## src/rtl/core/tsi_pkg.sv

```systemverilog
// tsi_pkg: shared types, widths and command codes of the snapshot interpolator
// no dependencies; used by the channel interfaces, the interpolator unit and the testbench
package tsi_pkg;

   localparam int CMD_W   = 2;
   localparam int POS_W   = 32;
   localparam int ANG_W   = 16;
   localparam int TIME_W  = 32;
   localparam int DELAY_W = 16;
   localparam int FRAC_W  = 16;
   localparam int STEP_W  = 5;

   localparam logic [DELAY_W-1:0] DELAY_RESET = 16'd100;
   localparam logic [FRAC_W:0]    FRAC_ONE    = 17'h10000;
   localparam logic [STEP_W-1:0]  LAST_STEP   = 5'd16;

   localparam logic [CMD_W-1:0] CMD_SNAP  = 2'd0;
   localparam logic [CMD_W-1:0] CMD_DEATH = 2'd1;
   localparam logic [CMD_W-1:0] CMD_TICK  = 2'd2;
   localparam logic [CMD_W-1:0] CMD_SPARE = 2'd3;

   // one stored snapshot, dead mark kept in its own ram
   typedef struct packed {
      logic [POS_W-1:0]  x;
      logic [POS_W-1:0]  y;
      logic [ANG_W-1:0]  angle;
      logic [TIME_W-1:0] stamp;
   } snap_type;

   typedef enum logic [2:0] {
      ST_IDLE,
      ST_READ,
      ST_CHECK,
      ST_DIV,
      ST_MUL,
      ST_SUM,
      ST_EMIT
   } state_type;

endpackage

```

## src/rtl/core/tsi_channels.sv

```systemverilog
// tsi_channels: valid/ready channel interfaces for request and response transactions
// depends on tsi_pkg for field widths
interface tsi_req_if;
   logic                              valid;
   logic                              ready;
   logic [tsi_pkg::CMD_W-1:0]         command;
   logic signed [tsi_pkg::POS_W-1:0]  pos_x;
   logic signed [tsi_pkg::POS_W-1:0]  pos_y;
   logic [tsi_pkg::ANG_W-1:0]         angle_in;
   logic [tsi_pkg::TIME_W-1:0]        time_in;

   modport source (output valid, command, pos_x, pos_y, angle_in, time_in, input ready);
   modport sink   (input valid, command, pos_x, pos_y, angle_in, time_in, output ready);
endinterface

interface tsi_rsp_if;
   logic                              valid;
   logic                              ready;
   logic signed [tsi_pkg::POS_W-1:0]  out_x;
   logic signed [tsi_pkg::POS_W-1:0]  out_y;
   logic [tsi_pkg::ANG_W-1:0]         out_angle;
   logic                              killed;

   modport source (output valid, out_x, out_y, out_angle, killed, input ready);
   modport sink   (input valid, out_x, out_y, out_angle, killed, output ready);
endinterface

```

## src/rtl/core/tsi_ram.sv

```systemverilog
// tsi_ram: generic single write port, single read port ram with registered read
// no dependencies
module tsi_ram #(
   parameter int WIDTH = 1,
   parameter int DEPTH = 2
) (
   input  logic                     clock,
   input  logic                     wr_en,
   input  logic [$clog2(DEPTH)-1:0] wr_addr,
   input  logic [WIDTH-1:0]         wr_data,
   input  logic [$clog2(DEPTH)-1:0] rd_addr,
   output logic [WIDTH-1:0]         rd_data
);

   logic [WIDTH-1:0] mem_ff [DEPTH];
   logic [WIDTH-1:0] rd_data_ff;

   // write port
   always_ff @(posedge clock) begin
      if (wr_en) begin
         mem_ff[wr_addr] <= wr_data;
      end
   end

   // registered read port
   always_ff @(posedge clock) begin
      rd_data_ff <= mem_ff[rd_addr];
   end

   assign rd_data = rd_data_ff;

endmodule

```

## src/rtl/core/timestamped_snapshot_interpolator_unit.sv

```systemverilog
// timestamped_snapshot_interpolator_unit: snapshot ring with bit-serial interpolation
// tick: each history entry checked passes ST_READ and ST_CHECK, then ST_EMIT follows; when
// interpolating, the ST_DIV division, ST_MUL scaling and ST_SUM states come before ST_EMIT
// response valid right after emit; input ready again the cycle after emit
// one transaction at a time; snapshot, death and empty-history tick transactions stay in idle
// reset: synchronous, empties the history and sets delay_ff to 100
module timestamped_snapshot_interpolator_unit #(
   parameter int HISTORY_DEPTH = 8
) (
   input  logic                          clock,
   input  logic                          reset,
   tsi_req_if.sink                       req_bus,
   tsi_rsp_if.source                     rsp_bus,
   input  logic                          csr_wr_en,
   input  logic [tsi_pkg::DELAY_W-1:0]   csr_wr_data
);

   localparam int AW = $clog2(HISTORY_DEPTH);
   localparam int CW = $clog2(HISTORY_DEPTH + 1);
   localparam logic [AW:0]   DEPTH_SLOT = (AW+1)'(HISTORY_DEPTH);
   localparam logic [AW-1:0] LAST_SLOT  = AW'(HISTORY_DEPTH - 1);
   localparam logic [CW-1:0] DEPTH_CNT  = CW'(HISTORY_DEPTH);
   localparam logic [CW-1:0] ONE_CNT    = CW'(1);

   localparam int PW = tsi_pkg::POS_W;
   localparam int GW = tsi_pkg::ANG_W;
   localparam int TW = tsi_pkg::TIME_W;
   localparam int FW = tsi_pkg::FRAC_W;

   function automatic logic [AW-1:0] slot_of(input logic [AW-1:0] base,
                                             input logic [AW-1:0] ofs);
      logic [AW:0] sum;
      sum = {1'b0, base} + {1'b0, ofs};
      if (sum >= DEPTH_SLOT) begin
         sum = sum - DEPTH_SLOT;
      end
      return sum[AW-1:0];
   endfunction

   tsi_pkg::state_type state_ff, state_in;

   logic [tsi_pkg::DELAY_W-1:0] delay_ff;
   logic [CW-1:0]               count_ff;
   logic [AW-1:0]               oldest_ff;
   logic [CW-1:0]               idx_ff;
   logic [TW-1:0]               now_ff;
   tsi_pkg::snap_type           prev_ff;

   logic [TW:0]                 rem_ff;
   logic [TW-1:0]               span_ff;
   logic [FW:0]                 quo_ff;
   logic [tsi_pkg::STEP_W-1:0]  step_ff;

   logic [PW:0]                 dlt_x_ff, dlt_y_ff;
   logic [GW-1:0]               dlt_a_ff;
   logic [PW:0]                 mag_x_ff, mag_y_ff, acc_x_ff, acc_y_ff;
   logic [GW:0]                 mag_a_ff, acc_a_ff;
   logic                        neg_x_ff, neg_y_ff, neg_a_ff;

   tsi_pkg::snap_type           res_ff;
   logic                        res_kill_ff;

   logic                        rsp_valid_ff;
   logic [PW-1:0]               out_x_ff, out_y_ff;
   logic [GW-1:0]               out_angle_ff;
   logic                        killed_ff;

   logic                        req_fire, rsp_free;
   logic                        snap_wr, dead_wr;
   logic [AW-1:0]               wr_slot, rd_slot;
   logic [CW-1:0]               cnt_m1;
   tsi_pkg::snap_type           wr_snap, rd_snap;
   logic                        rd_dead;

   logic                        is_first, is_last, now_le_tn, tn_le_tp, now_le_tp;
   logic [TW:0]                 div_trial;
   logic                        div_bit;
   logic                        fbit;
   logic [PW+1:0]               sum_x, sum_y;
   logic [GW+1:0]               sum_a;

   // ------------------------------------------------------------------
   // handshake
   assign req_fire = req_bus.valid && req_bus.ready;
   assign rsp_free = !rsp_valid_ff || rsp_bus.ready;

   // ------------------------------------------------------------------
   // history write path
   assign cnt_m1  = count_ff - ONE_CNT;
   assign snap_wr = req_fire && (req_bus.command == tsi_pkg::CMD_SNAP);
   assign dead_wr = snap_wr || (req_fire && (req_bus.command == tsi_pkg::CMD_DEATH)
                                && (count_ff != '0));

   always_comb begin
      if (req_bus.command == tsi_pkg::CMD_SNAP) begin
         wr_slot = (count_ff == DEPTH_CNT) ? oldest_ff
                                           : slot_of(oldest_ff, count_ff[AW-1:0]);
      end else begin
         wr_slot = slot_of(oldest_ff, cnt_m1[AW-1:0]);
      end
   end

   assign wr_snap.x     = req_bus.pos_x;
   assign wr_snap.y     = req_bus.pos_y;
   assign wr_snap.angle = req_bus.angle_in;
   assign wr_snap.stamp = req_bus.time_in + {{(TW-tsi_pkg::DELAY_W){1'b0}}, delay_ff};

   assign rd_slot = slot_of(oldest_ff, idx_ff[AW-1:0]);

   tsi_ram #(
      .WIDTH ($bits(tsi_pkg::snap_type)),
      .DEPTH (HISTORY_DEPTH)
   ) u_snap_ram (
      .clock   (clock),
      .wr_en   (snap_wr),
      .wr_addr (wr_slot),
      .wr_data (wr_snap),
      .rd_addr (rd_slot),
      .rd_data (rd_snap)
   );

   tsi_ram #(
      .WIDTH (1),
      .DEPTH (HISTORY_DEPTH)
   ) u_dead_ram (
      .clock   (clock),
      .wr_en   (dead_wr),
      .wr_addr (wr_slot),
      .wr_data (req_bus.command == tsi_pkg::CMD_DEATH),
      .rd_addr (rd_slot),
      .rd_data (rd_dead)
   );

   // ------------------------------------------------------------------
   // scan compares
   assign is_first  = (idx_ff == '0);
   assign is_last   = ((idx_ff + ONE_CNT) == count_ff);
   assign now_le_tn = (now_ff <= rd_snap.stamp);
   assign tn_le_tp  = (rd_snap.stamp <= prev_ff.stamp);
   assign now_le_tp = (now_ff <= prev_ff.stamp);

   // restoring division step, one quotient bit per cycle
   assign div_trial = (step_ff == '0) ? {1'b0, rem_ff[TW-1:0]} : {rem_ff[TW-1:0], 1'b0};
   assign div_bit   = (div_trial >= {1'b0, span_ff});

   // lsb-first shift-add scaling, one fraction bit per cycle
   assign fbit  = quo_ff[0];
   assign sum_x = {1'b0, acc_x_ff} + (fbit ? {1'b0, mag_x_ff} : '0);
   assign sum_y = {1'b0, acc_y_ff} + (fbit ? {1'b0, mag_y_ff} : '0);
   assign sum_a = {1'b0, acc_a_ff} + (fbit ? {1'b0, mag_a_ff} : '0);

   // ------------------------------------------------------------------
   // state register
   always_ff @(posedge clock) begin
      if (reset) begin
         state_ff <= tsi_pkg::ST_IDLE;
      end else begin
         state_ff <= state_in;
      end
   end

   // next state and ready
   always_comb begin
      state_in      = state_ff;
      req_bus.ready = 1'b0;
      unique case (state_ff)
         tsi_pkg::ST_IDLE: begin
            req_bus.ready = 1'b1;
            if (req_fire && (req_bus.command == tsi_pkg::CMD_TICK) && (count_ff != '0)) begin
               state_in = tsi_pkg::ST_READ;
            end
         end
         tsi_pkg::ST_READ: begin
            state_in = tsi_pkg::ST_CHECK;
         end
         tsi_pkg::ST_CHECK: begin
            priority if (is_first) begin
               state_in = (count_ff == ONE_CNT) ? tsi_pkg::ST_EMIT : tsi_pkg::ST_READ;
            end else if (now_le_tn) begin
               state_in = (tn_le_tp || now_le_tp) ? tsi_pkg::ST_EMIT : tsi_pkg::ST_DIV;
            end else begin
               state_in = is_last ? tsi_pkg::ST_EMIT : tsi_pkg::ST_READ;
            end
         end
         tsi_pkg::ST_DIV: begin
            if (step_ff == tsi_pkg::LAST_STEP) begin
               state_in = tsi_pkg::ST_MUL;
            end
         end
         tsi_pkg::ST_MUL: begin
            if (step_ff == tsi_pkg::LAST_STEP) begin
               state_in = tsi_pkg::ST_SUM;
            end
         end
         tsi_pkg::ST_SUM: begin
            state_in = tsi_pkg::ST_EMIT;
         end
         tsi_pkg::ST_EMIT: begin
            if (rsp_free) begin
               state_in = tsi_pkg::ST_IDLE;
            end
         end
         default: begin
            state_in = tsi_pkg::ST_IDLE;
         end
      endcase
   end

   // ------------------------------------------------------------------
   // configuration and ring pointers
   always_ff @(posedge clock) begin
      if (reset) begin
         delay_ff  <= tsi_pkg::DELAY_RESET;
         count_ff  <= '0;
         oldest_ff <= '0;
      end else begin
         if (csr_wr_en) begin
            delay_ff <= csr_wr_data;
         end
         if (snap_wr) begin
            if (count_ff == DEPTH_CNT) begin
               oldest_ff <= (oldest_ff == LAST_SLOT) ? '0 : oldest_ff + AW'(1);
            end else begin
               count_ff <= count_ff + ONE_CNT;
            end
         end
      end
   end

   // ------------------------------------------------------------------
   // scan, division and scaling datapath
   always_ff @(posedge clock) begin
      unique case (state_ff)
         tsi_pkg::ST_IDLE: begin
            now_ff <= req_bus.time_in;
            idx_ff <= '0;
         end
         tsi_pkg::ST_READ: begin
         end
         tsi_pkg::ST_CHECK: begin
            step_ff      <= '0;
            quo_ff       <= '0;
            rem_ff       <= {1'b0, now_ff - prev_ff.stamp};
            span_ff      <= rd_snap.stamp - prev_ff.stamp;
            dlt_x_ff     <= {rd_snap.x[PW-1], rd_snap.x} - {prev_ff.x[PW-1], prev_ff.x};
            dlt_y_ff     <= {rd_snap.y[PW-1], rd_snap.y} - {prev_ff.y[PW-1], prev_ff.y};
            dlt_a_ff     <= rd_snap.angle - prev_ff.angle;
            res_kill_ff  <= 1'b0;
            priority if (is_first) begin
               prev_ff <= rd_snap;
               res_ff  <= rd_snap;
               idx_ff  <= ONE_CNT;
            end else if (now_le_tn) begin
               res_ff <= tn_le_tp ? rd_snap : prev_ff;
            end else begin
               prev_ff     <= rd_snap;
               res_ff      <= rd_snap;
               res_kill_ff <= rd_dead;
               idx_ff      <= idx_ff + ONE_CNT;
            end
         end
         tsi_pkg::ST_DIV: begin
            // the first step also turns the differences into sign and magnitude
            if (step_ff == '0) begin
               neg_x_ff <= dlt_x_ff[PW];
               neg_y_ff <= dlt_y_ff[PW];
               neg_a_ff <= dlt_a_ff[GW-1];
               mag_x_ff <= dlt_x_ff[PW] ? -dlt_x_ff : dlt_x_ff;
               mag_y_ff <= dlt_y_ff[PW] ? -dlt_y_ff : dlt_y_ff;
               mag_a_ff <= dlt_a_ff[GW-1] ? -{1'b1, dlt_a_ff} : {1'b0, dlt_a_ff};
            end
            rem_ff   <= div_bit ? div_trial - {1'b0, span_ff} : div_trial;
            quo_ff   <= {quo_ff[FW-1:0], div_bit};
            acc_x_ff <= '0;
            acc_y_ff <= '0;
            acc_a_ff <= '0;
            step_ff  <= (step_ff == tsi_pkg::LAST_STEP) ? '0
                                                        : step_ff + tsi_pkg::STEP_W'(1);
         end
         tsi_pkg::ST_MUL: begin
            quo_ff <= quo_ff >> 1;
            if (step_ff == tsi_pkg::LAST_STEP) begin
               acc_x_ff <= sum_x[PW:0];
               acc_y_ff <= sum_y[PW:0];
               acc_a_ff <= sum_a[GW:0];
               step_ff  <= '0;
            end else begin
               acc_x_ff <= sum_x[PW+1:1];
               acc_y_ff <= sum_y[PW+1:1];
               acc_a_ff <= sum_a[GW+1:1];
               step_ff  <= step_ff + tsi_pkg::STEP_W'(1);
            end
         end
         tsi_pkg::ST_SUM: begin
            res_ff.x     <= neg_x_ff ? prev_ff.x - acc_x_ff[PW-1:0]
                                     : prev_ff.x + acc_x_ff[PW-1:0];
            res_ff.y     <= neg_y_ff ? prev_ff.y - acc_y_ff[PW-1:0]
                                     : prev_ff.y + acc_y_ff[PW-1:0];
            res_ff.angle <= neg_a_ff ? prev_ff.angle - acc_a_ff[GW-1:0]
                                     : prev_ff.angle + acc_a_ff[GW-1:0];
            res_kill_ff  <= 1'b0;
         end
         tsi_pkg::ST_EMIT: begin
         end
         default: begin
         end
      endcase
   end

   // ------------------------------------------------------------------
   // response register
   always_ff @(posedge clock) begin
      if (reset) begin
         rsp_valid_ff <= 1'b0;
      end else if ((state_ff == tsi_pkg::ST_EMIT) && rsp_free) begin
         rsp_valid_ff <= 1'b1;
      end else if (rsp_bus.ready) begin
         rsp_valid_ff <= 1'b0;
      end
   end

   always_ff @(posedge clock) begin
      if ((state_ff == tsi_pkg::ST_EMIT) && rsp_free) begin
         out_x_ff     <= res_ff.x;
         out_y_ff     <= res_ff.y;
         out_angle_ff <= res_ff.angle;
         killed_ff    <= res_kill_ff;
      end
   end

   assign rsp_bus.valid     = rsp_valid_ff;
   assign rsp_bus.out_x     = out_x_ff;
   assign rsp_bus.out_y     = out_y_ff;
   assign rsp_bus.out_angle = out_angle_ff;
   assign rsp_bus.killed    = killed_ff;

   // ------------------------------------------------------------------
   // assertions
   a_count_bound: assert property (@(posedge clock) disable iff (reset)
      count_ff <= DEPTH_CNT)
      else $error("history count beyond depth");

   a_oldest_until_full: assert property (@(posedge clock) disable iff (reset)
      (count_ff != DEPTH_CNT) |-> (oldest_ff == '0))
      else $error("oldest slot moved before the ring filled");

   a_empty_tick: assert property (@(posedge clock) disable iff (reset)
      (req_fire && (req_bus.command == tsi_pkg::CMD_TICK) && (count_ff == '0))
      |=> (state_ff == tsi_pkg::ST_IDLE))
      else $error("tick on empty history started a scan");

   a_rsp_from_emit: assert property (@(posedge clock) disable iff (reset)
      $rose(rsp_valid_ff) |-> ($past(state_ff) == tsi_pkg::ST_EMIT))
      else $error("response raised outside the emit state");

   a_frac_range: assert property (@(posedge clock) disable iff (reset)
      ((state_ff == tsi_pkg::ST_MUL) && (step_ff == '0)) |-> (quo_ff <= tsi_pkg::FRAC_ONE))
      else $error("interpolation fraction above one");

endmodule

```

## src/flat_wrapper.sv

```systemverilog
// flat-port wrapper written by rule: the top's interface ports become plain ports
module timestamped_snapshot_interpolator_unit_flat 
#(
   parameter int HISTORY_DEPTH = 8
)
  (clock, reset, csr_wr_en, csr_wr_data, req_bus_valid, req_bus_command, req_bus_pos_x, req_bus_pos_y, req_bus_angle_in, req_bus_time_in, req_bus_ready, rsp_bus_valid, rsp_bus_out_x, rsp_bus_out_y, rsp_bus_out_angle, rsp_bus_killed, rsp_bus_ready);
  tsi_req_if req_bus_i ();
  tsi_rsp_if rsp_bus_i ();
  input  logic clock;
  input  logic reset;
  input  logic csr_wr_en;
  input  logic [tsi_pkg::DELAY_W-1:0] csr_wr_data;
  input wire logic [$bits(req_bus_i.valid)-1:0] req_bus_valid;
  input wire logic [$bits(req_bus_i.command)-1:0] req_bus_command;
  input wire logic [$bits(req_bus_i.pos_x)-1:0] req_bus_pos_x;
  input wire logic [$bits(req_bus_i.pos_y)-1:0] req_bus_pos_y;
  input wire logic [$bits(req_bus_i.angle_in)-1:0] req_bus_angle_in;
  input wire logic [$bits(req_bus_i.time_in)-1:0] req_bus_time_in;
  output wire logic [$bits(req_bus_i.ready)-1:0] req_bus_ready;
  output wire logic [$bits(rsp_bus_i.valid)-1:0] rsp_bus_valid;
  output wire logic [$bits(rsp_bus_i.out_x)-1:0] rsp_bus_out_x;
  output wire logic [$bits(rsp_bus_i.out_y)-1:0] rsp_bus_out_y;
  output wire logic [$bits(rsp_bus_i.out_angle)-1:0] rsp_bus_out_angle;
  output wire logic [$bits(rsp_bus_i.killed)-1:0] rsp_bus_killed;
  input wire logic [$bits(rsp_bus_i.ready)-1:0] rsp_bus_ready;
  assign req_bus_i.valid = req_bus_valid;
  assign req_bus_i.command = req_bus_command;
  assign req_bus_i.pos_x = req_bus_pos_x;
  assign req_bus_i.pos_y = req_bus_pos_y;
  assign req_bus_i.angle_in = req_bus_angle_in;
  assign req_bus_i.time_in = req_bus_time_in;
  assign req_bus_ready = req_bus_i.ready;
  assign rsp_bus_valid = rsp_bus_i.valid;
  assign rsp_bus_out_x = rsp_bus_i.out_x;
  assign rsp_bus_out_y = rsp_bus_i.out_y;
  assign rsp_bus_out_angle = rsp_bus_i.out_angle;
  assign rsp_bus_killed = rsp_bus_i.killed;
  assign rsp_bus_i.ready = rsp_bus_ready;
  timestamped_snapshot_interpolator_unit #(.HISTORY_DEPTH(HISTORY_DEPTH)) u_core (.clock(clock), .reset(reset), .req_bus(req_bus_i), .rsp_bus(rsp_bus_i), .csr_wr_en(csr_wr_en), .csr_wr_data(csr_wr_data));
endmodule
```

## config.mk

```make
export PLATFORM = sky130hd
export DESIGN_NAME = timestamped_snapshot_interpolator_unit_flat
export DESIGN_NICKNAME = d
export VERILOG_FILES = /design/src/rtl/core/tsi_pkg.sv /design/src/rtl/core/tsi_channels.sv /design/src/rtl/core/tsi_ram.sv /design/src/rtl/core/timestamped_snapshot_interpolator_unit.sv /design/src/flat_wrapper.sv
export SDC_FILE = /design/constraint.sdc
export NUM_CORES = 2
export LEC_CHECK = 0
export BUFFER_PORTS_ARGS = -buffer_cell sky130_fd_sc_hd__buf_2
export CORE_MARGIN = 2
export CORE_UTILIZATION = 37
export CTS_CLUSTER_DIAMETER = 80
export DETAILED_ROUTE_END_ITERATION = 8
export MAX_ROUTING_LAYER = met4
export PLACE_DENSITY_LB_ADDON = 0.1
export SLEW_MARGIN = 0
export SYNTH_ARGS = -nofsm -noshare
export SYNTH_HDL_FRONTEND = slang
export SYNTH_HIERARCHICAL = 1
export SYNTH_SLANG_ARGS = --single-unit
```

## constraint.sdc

```tcl
create_clock -name clock -period 14.1 [get_ports clock]
set_input_delay 2.82 -clock clock [delete_from_list [all_inputs] [get_ports clock]]
set_output_delay 2.82 -clock clock [all_outputs]
set_load 0.05 [all_outputs]
```

==> results.py <==
metrics = {
    "placement": {
        "place.port_buffers": 217,
        "dp_hpwl_mm": 150,
        "gp_routability_congestion": 0.868,
        "place_ws_ns": 7.43,
    },
    "synthesis": {
        "synth_area_per_cell_um2": 13.5,
        "synth_seq_cells": 1691,
        "synth-edff-count": 1551,
        "syn_inst": 6205,
        "post_synth_instance_area_um2": 83500,
        "sequential_element_share_of_the_synthesized_area": 0.591,
        "synth_fp_nets": 6758,
        "synth_warnings": 6,
        "yosysUniqueCellTypes": 87,
        "synth_async_sr_flop_share": 0,
        "synth_ff_type": "edfxtp_1",
    },
    "global_routing": {
        "antenna_found_initial": 39,
        "global_route_wire_length_before_repair_mm": 328,
        "grt-ovfl-total": 0,
        "grt_use_total": 0.195,
        "first_global_vias": 50900,
        "maximum_number_of_pins_on_one_net_before_global_route_repair": 139,
    },
    "route": {
        "dr.first_iter.drc_count": 3931,
        "routedWlPerCell_um": 22.8,
        "avgViaCountPerCell": 5.26,
        "drtPass1Iterations": 8,
        "drc": 0,
        "ant_nets": 0,
        "vias": 51000,
        "postRouteWirelength_mm": 220,
    },
    "clock_tree": {
        "cts_hold_buffers": 0,
        "post_cts_buffers": 0,
        "tritoncts_clock_tree": "done",
        "clk_latency_ns": 0.85,
        "number_of_h_tree_levels": 4,
        "clockRootBuffer": "clkbuf_16",
        "clkSinkCount": 1691,
        "numCtsBuffers": 191,
        "resize_count_post_cts": 0,
        "clock_path_buffers": 3,
        "cts.clk_slew.worst_paths_ns": 0.06,
    },
    "floorplanning": {
        "floorplan.die.height_um": 479,
        "initial_utilization": 0.372,
        "core_area_um2": 225000,
        "design.portCount": 218,
        "die_area_um2": 230000,
        "rows": 174,
        "die_width_um": 479,
    },
    "sta": {
        "final.period_utilization": 0.420,
        "slew_violations": 0,
        "grt_setup_unrepaired": "no",
        "maxSlewHeadroom": 0.219,
        "worst_slack_ns": 8.18,
        "fin_setup_tns_ns": 0,
        "timing.fmax_mhz": 169,
        "tightest_slew_ns": 1.16,
        "fin_crit_ns": 5.92,
        "setup-violations-final": 0,
        "fin_worst_skew_ns": 0.0561,
        "timing.final.hold_violations": 0,
    },
    "layout": {
        "area.growth.synth_to_final_pct": 13.3,
        "num-nets-final": 7054,
        "storage_element_area_um2": 49400,
        "post_route_cells_drive_above_1_share": 0.149,
        "area_of_the_multi_input_gates_um2": 32200,
        "layout_fillers": 20800,
    },
    "flow_run": {
        "maxCapViolations": 0,
    },
    "critical_path": {
        "timing.critical_path.fanout_max": 8,
        "worst_path_largest_cell_delay_ns": 0.54,
        "timing.critical_path.slowest_stage_cell": "xnor2_1",
        "critPathKind": "input port to flip-flop",
        "timing.critical_path.mode_cell": "o21ai_0",
        "setup.worst_path.start_class": "input port",
        "timing.critical_path.required_ns": 14.66,
        "timing.critical_path.arrival_ns": 6.48,
        "crit_chain": "buf_2, ha_1, inv_1, fa_1, nor2b_1, o21ai_0, nand2b_1, a211oi_1, o311ai_0, o41ai_1, o21ai_0, o31a_1, nand3_1, xnor2_1",
        "critical_path.endpoint_type": "flip-flop",
    },
    "power_and_ir_drop": {
        "power.leakage_nw": 34.0,
        "power-per-cell-area_nw_per_um2": 174,
        "ir_worst_vdd_uv": 110,
    },
    "hold_path": {
        "timing.hold.worst.class": "flip-flop to flip-flop",
    },
    "run_status": {
        "run_status": "complete, no violations",
    },
}
-- metrics by stage --
step                      total power, mW  instances  area (um^2)  hold slack (ns)   util
after CTS                            16.7       9659        94600            0.418  0.421
after floorplan                      10.1       6205        83500            0.400      -
after global routing                 17.4       9671        94600            0.426  0.421
after detailed placement             11.5       9300        88100            0.405  0.392
after global placement               11.5       9300        88100            0.403  0.392
final                                16.5       9680        94700            0.416  0.421
-- layout by cell type, fill, tap and decap left out, types with 42 or more instances in the layout --
| cell | n |
|---|---|
| nand2_1 | 479 |
| mux2_2 | 66 |
| xnor2_1 | 352 |
| edfxtp_1 | 1551 |
| buf_2 | 217 |
| mux2i_1 | 143 |
| nand3_1 | 89 |
| ha_1 | 401 |
| o21ai_0 | 254 |
| buf_4 | 70 |
| nor3_1 | 97 |
| inv_1 | 313 |
| dfxtp_1 | 140 |
| nor2b_1 | 49 |
| a21oi_1 | 361 |
| and2_1 | 99 |
| or3_1 | 49 |
| nand2b_1 | 72 |
| clkbuf_16 | 191 |
| mux2_4 | 52 |
| o21a_1 | 47 |
| mux4_2 | 224 |
| nor2_1 | 326 |
| nand4_1 | 45 |
| xor2_1 | 109 |
| a21o_1 | 144 |
| clkbuf_1 | 42 |
-- metal layers --
metal  track usage  wire length [um]
met2         0.284             95600
met5             -                 0
met3        0.0285             10700
met4        0.0541              5570
met1         0.284            109000
-- synthesized netlist by cell type (35+ instances only) --
cell type	n	area share
mux2_4	52	0.0093
o21bai_1	41	0.0037
mux2_2	66	0.0089
ha_1	402	0.060
o21a_1	47	0.0042
xor2_1	109	0.011
mux2i_1	143	0.017
nor2b_1	50	0.0037
nand4_1	45	0.0034
dfxtp_1	140	0.034
or3_1	49	0.0037
inv_1	315	0.014
and2_1	100	0.0075
o31ai_1	35	0.0031
nor3_1	100	0.0060
a21o_1	144	0.013
nand3_1	90	0.0054
nand2b_1	72	0.0054
o21ai_0	254	0.015
clkbuf_1	106	0.0048
nand2_1	481	0.022
nor2_1	336	0.015
a211oi_1	41	0.0037
xnor2_1	353	0.037
and3_1	35	0.0026
a21oi_1	361	0.022
edfxtp_1	1551	0.56
mux4_2	224	0.060
-- power breakdown --
| group | total [mW] | leakage, nW | internal (mW) | switching, mW |
|---|---|---|---|---|
| sequential | 6.65 | 15.2 | 6.28 | 0.372 |
| clock | 5.09 | 3.12 | 2.98 | 2.11 |
| combinational | 4.75 | 15.7 | 1.90 | 2.85 |
| total | 16.5 | 34.0 | 11.2 | 5.33 |
-- registers in the layout (all words and copies together) (netlist names), 33 cells and up --
register,cells
u_core/dlt_x_ff,33
u_core/u_snap_ram/mem_ff,896
u_core/prev_ff,112
u_core/acc_x_ff,33
u_core/dlt_y_ff,33
u_core/mag_y_ff,33
u_core/mag_x_ff,33
u_core/u_snap_ram/rd_data,112
u_core/res_ff,80
u_core/acc_y_ff,33
-- critical path: cells and delay by family --
| family | cells | cell delay, ns |
|---|---|---|
| XOR/XNOR | 1 | 0.54 |
| AND/OR/NAND/NOR | 3 | 0.47 |
| buffers and inverters | 2 | 0.17 |
| adder cells (fa/ha/maj) | 2 | 0.57 |
| AO/OA/AOI/OAI | 6 | 1.89 |
-- cells by family after synthesis --
| kind of cell | share of synthesized area |
|---|---|
| and+or+nand+nor | 0.0855 |
| muxes | 0.0964 |
| xor gates and xnor gates | 0.0485 |
| AOI/OAI and AO/OA | 0.0889 |
| DFF | 0.591 |
| other | 0.0000449 |
| adders and majority gates | 0.0641 |
| buffers and inverters | 0.0253 |
-- path summary, 6_finish.rpt --
kind | depth (start not counted) | to | slack [ns] | from
worst max register to register | 20 | u_core/res_ff[79] | 8.22 | u_core/acc_y_ff[1]
worst min-delay path | 0 | u_core/rsp_bus.out_y[2] | 0.42 | u_core/res_ff[50]
worst max-delay path | 14 | u_core/u_snap_ram/mem_ff[7][28] | 8.18 | req_bus_time_in[0]
worst min register to register | 0 | u_core/rsp_bus.out_y[2] | 0.42 | u_core/res_ff[50]
-- layout make-up --
cell class | instances | share of cell area
multi-input combinational | 4013 | 0.340
tap | 2992 | 0.0395
antenna | 21 | 0.000555
clock buffer | 242 | 0.0535
clock inverter | 117 | 0.0147
inverter | 315 | 0.0126
sequential | 1691 | 0.522
timing repair buffer | 289 | 0.0174
Power figures use the tool's default switching activity.
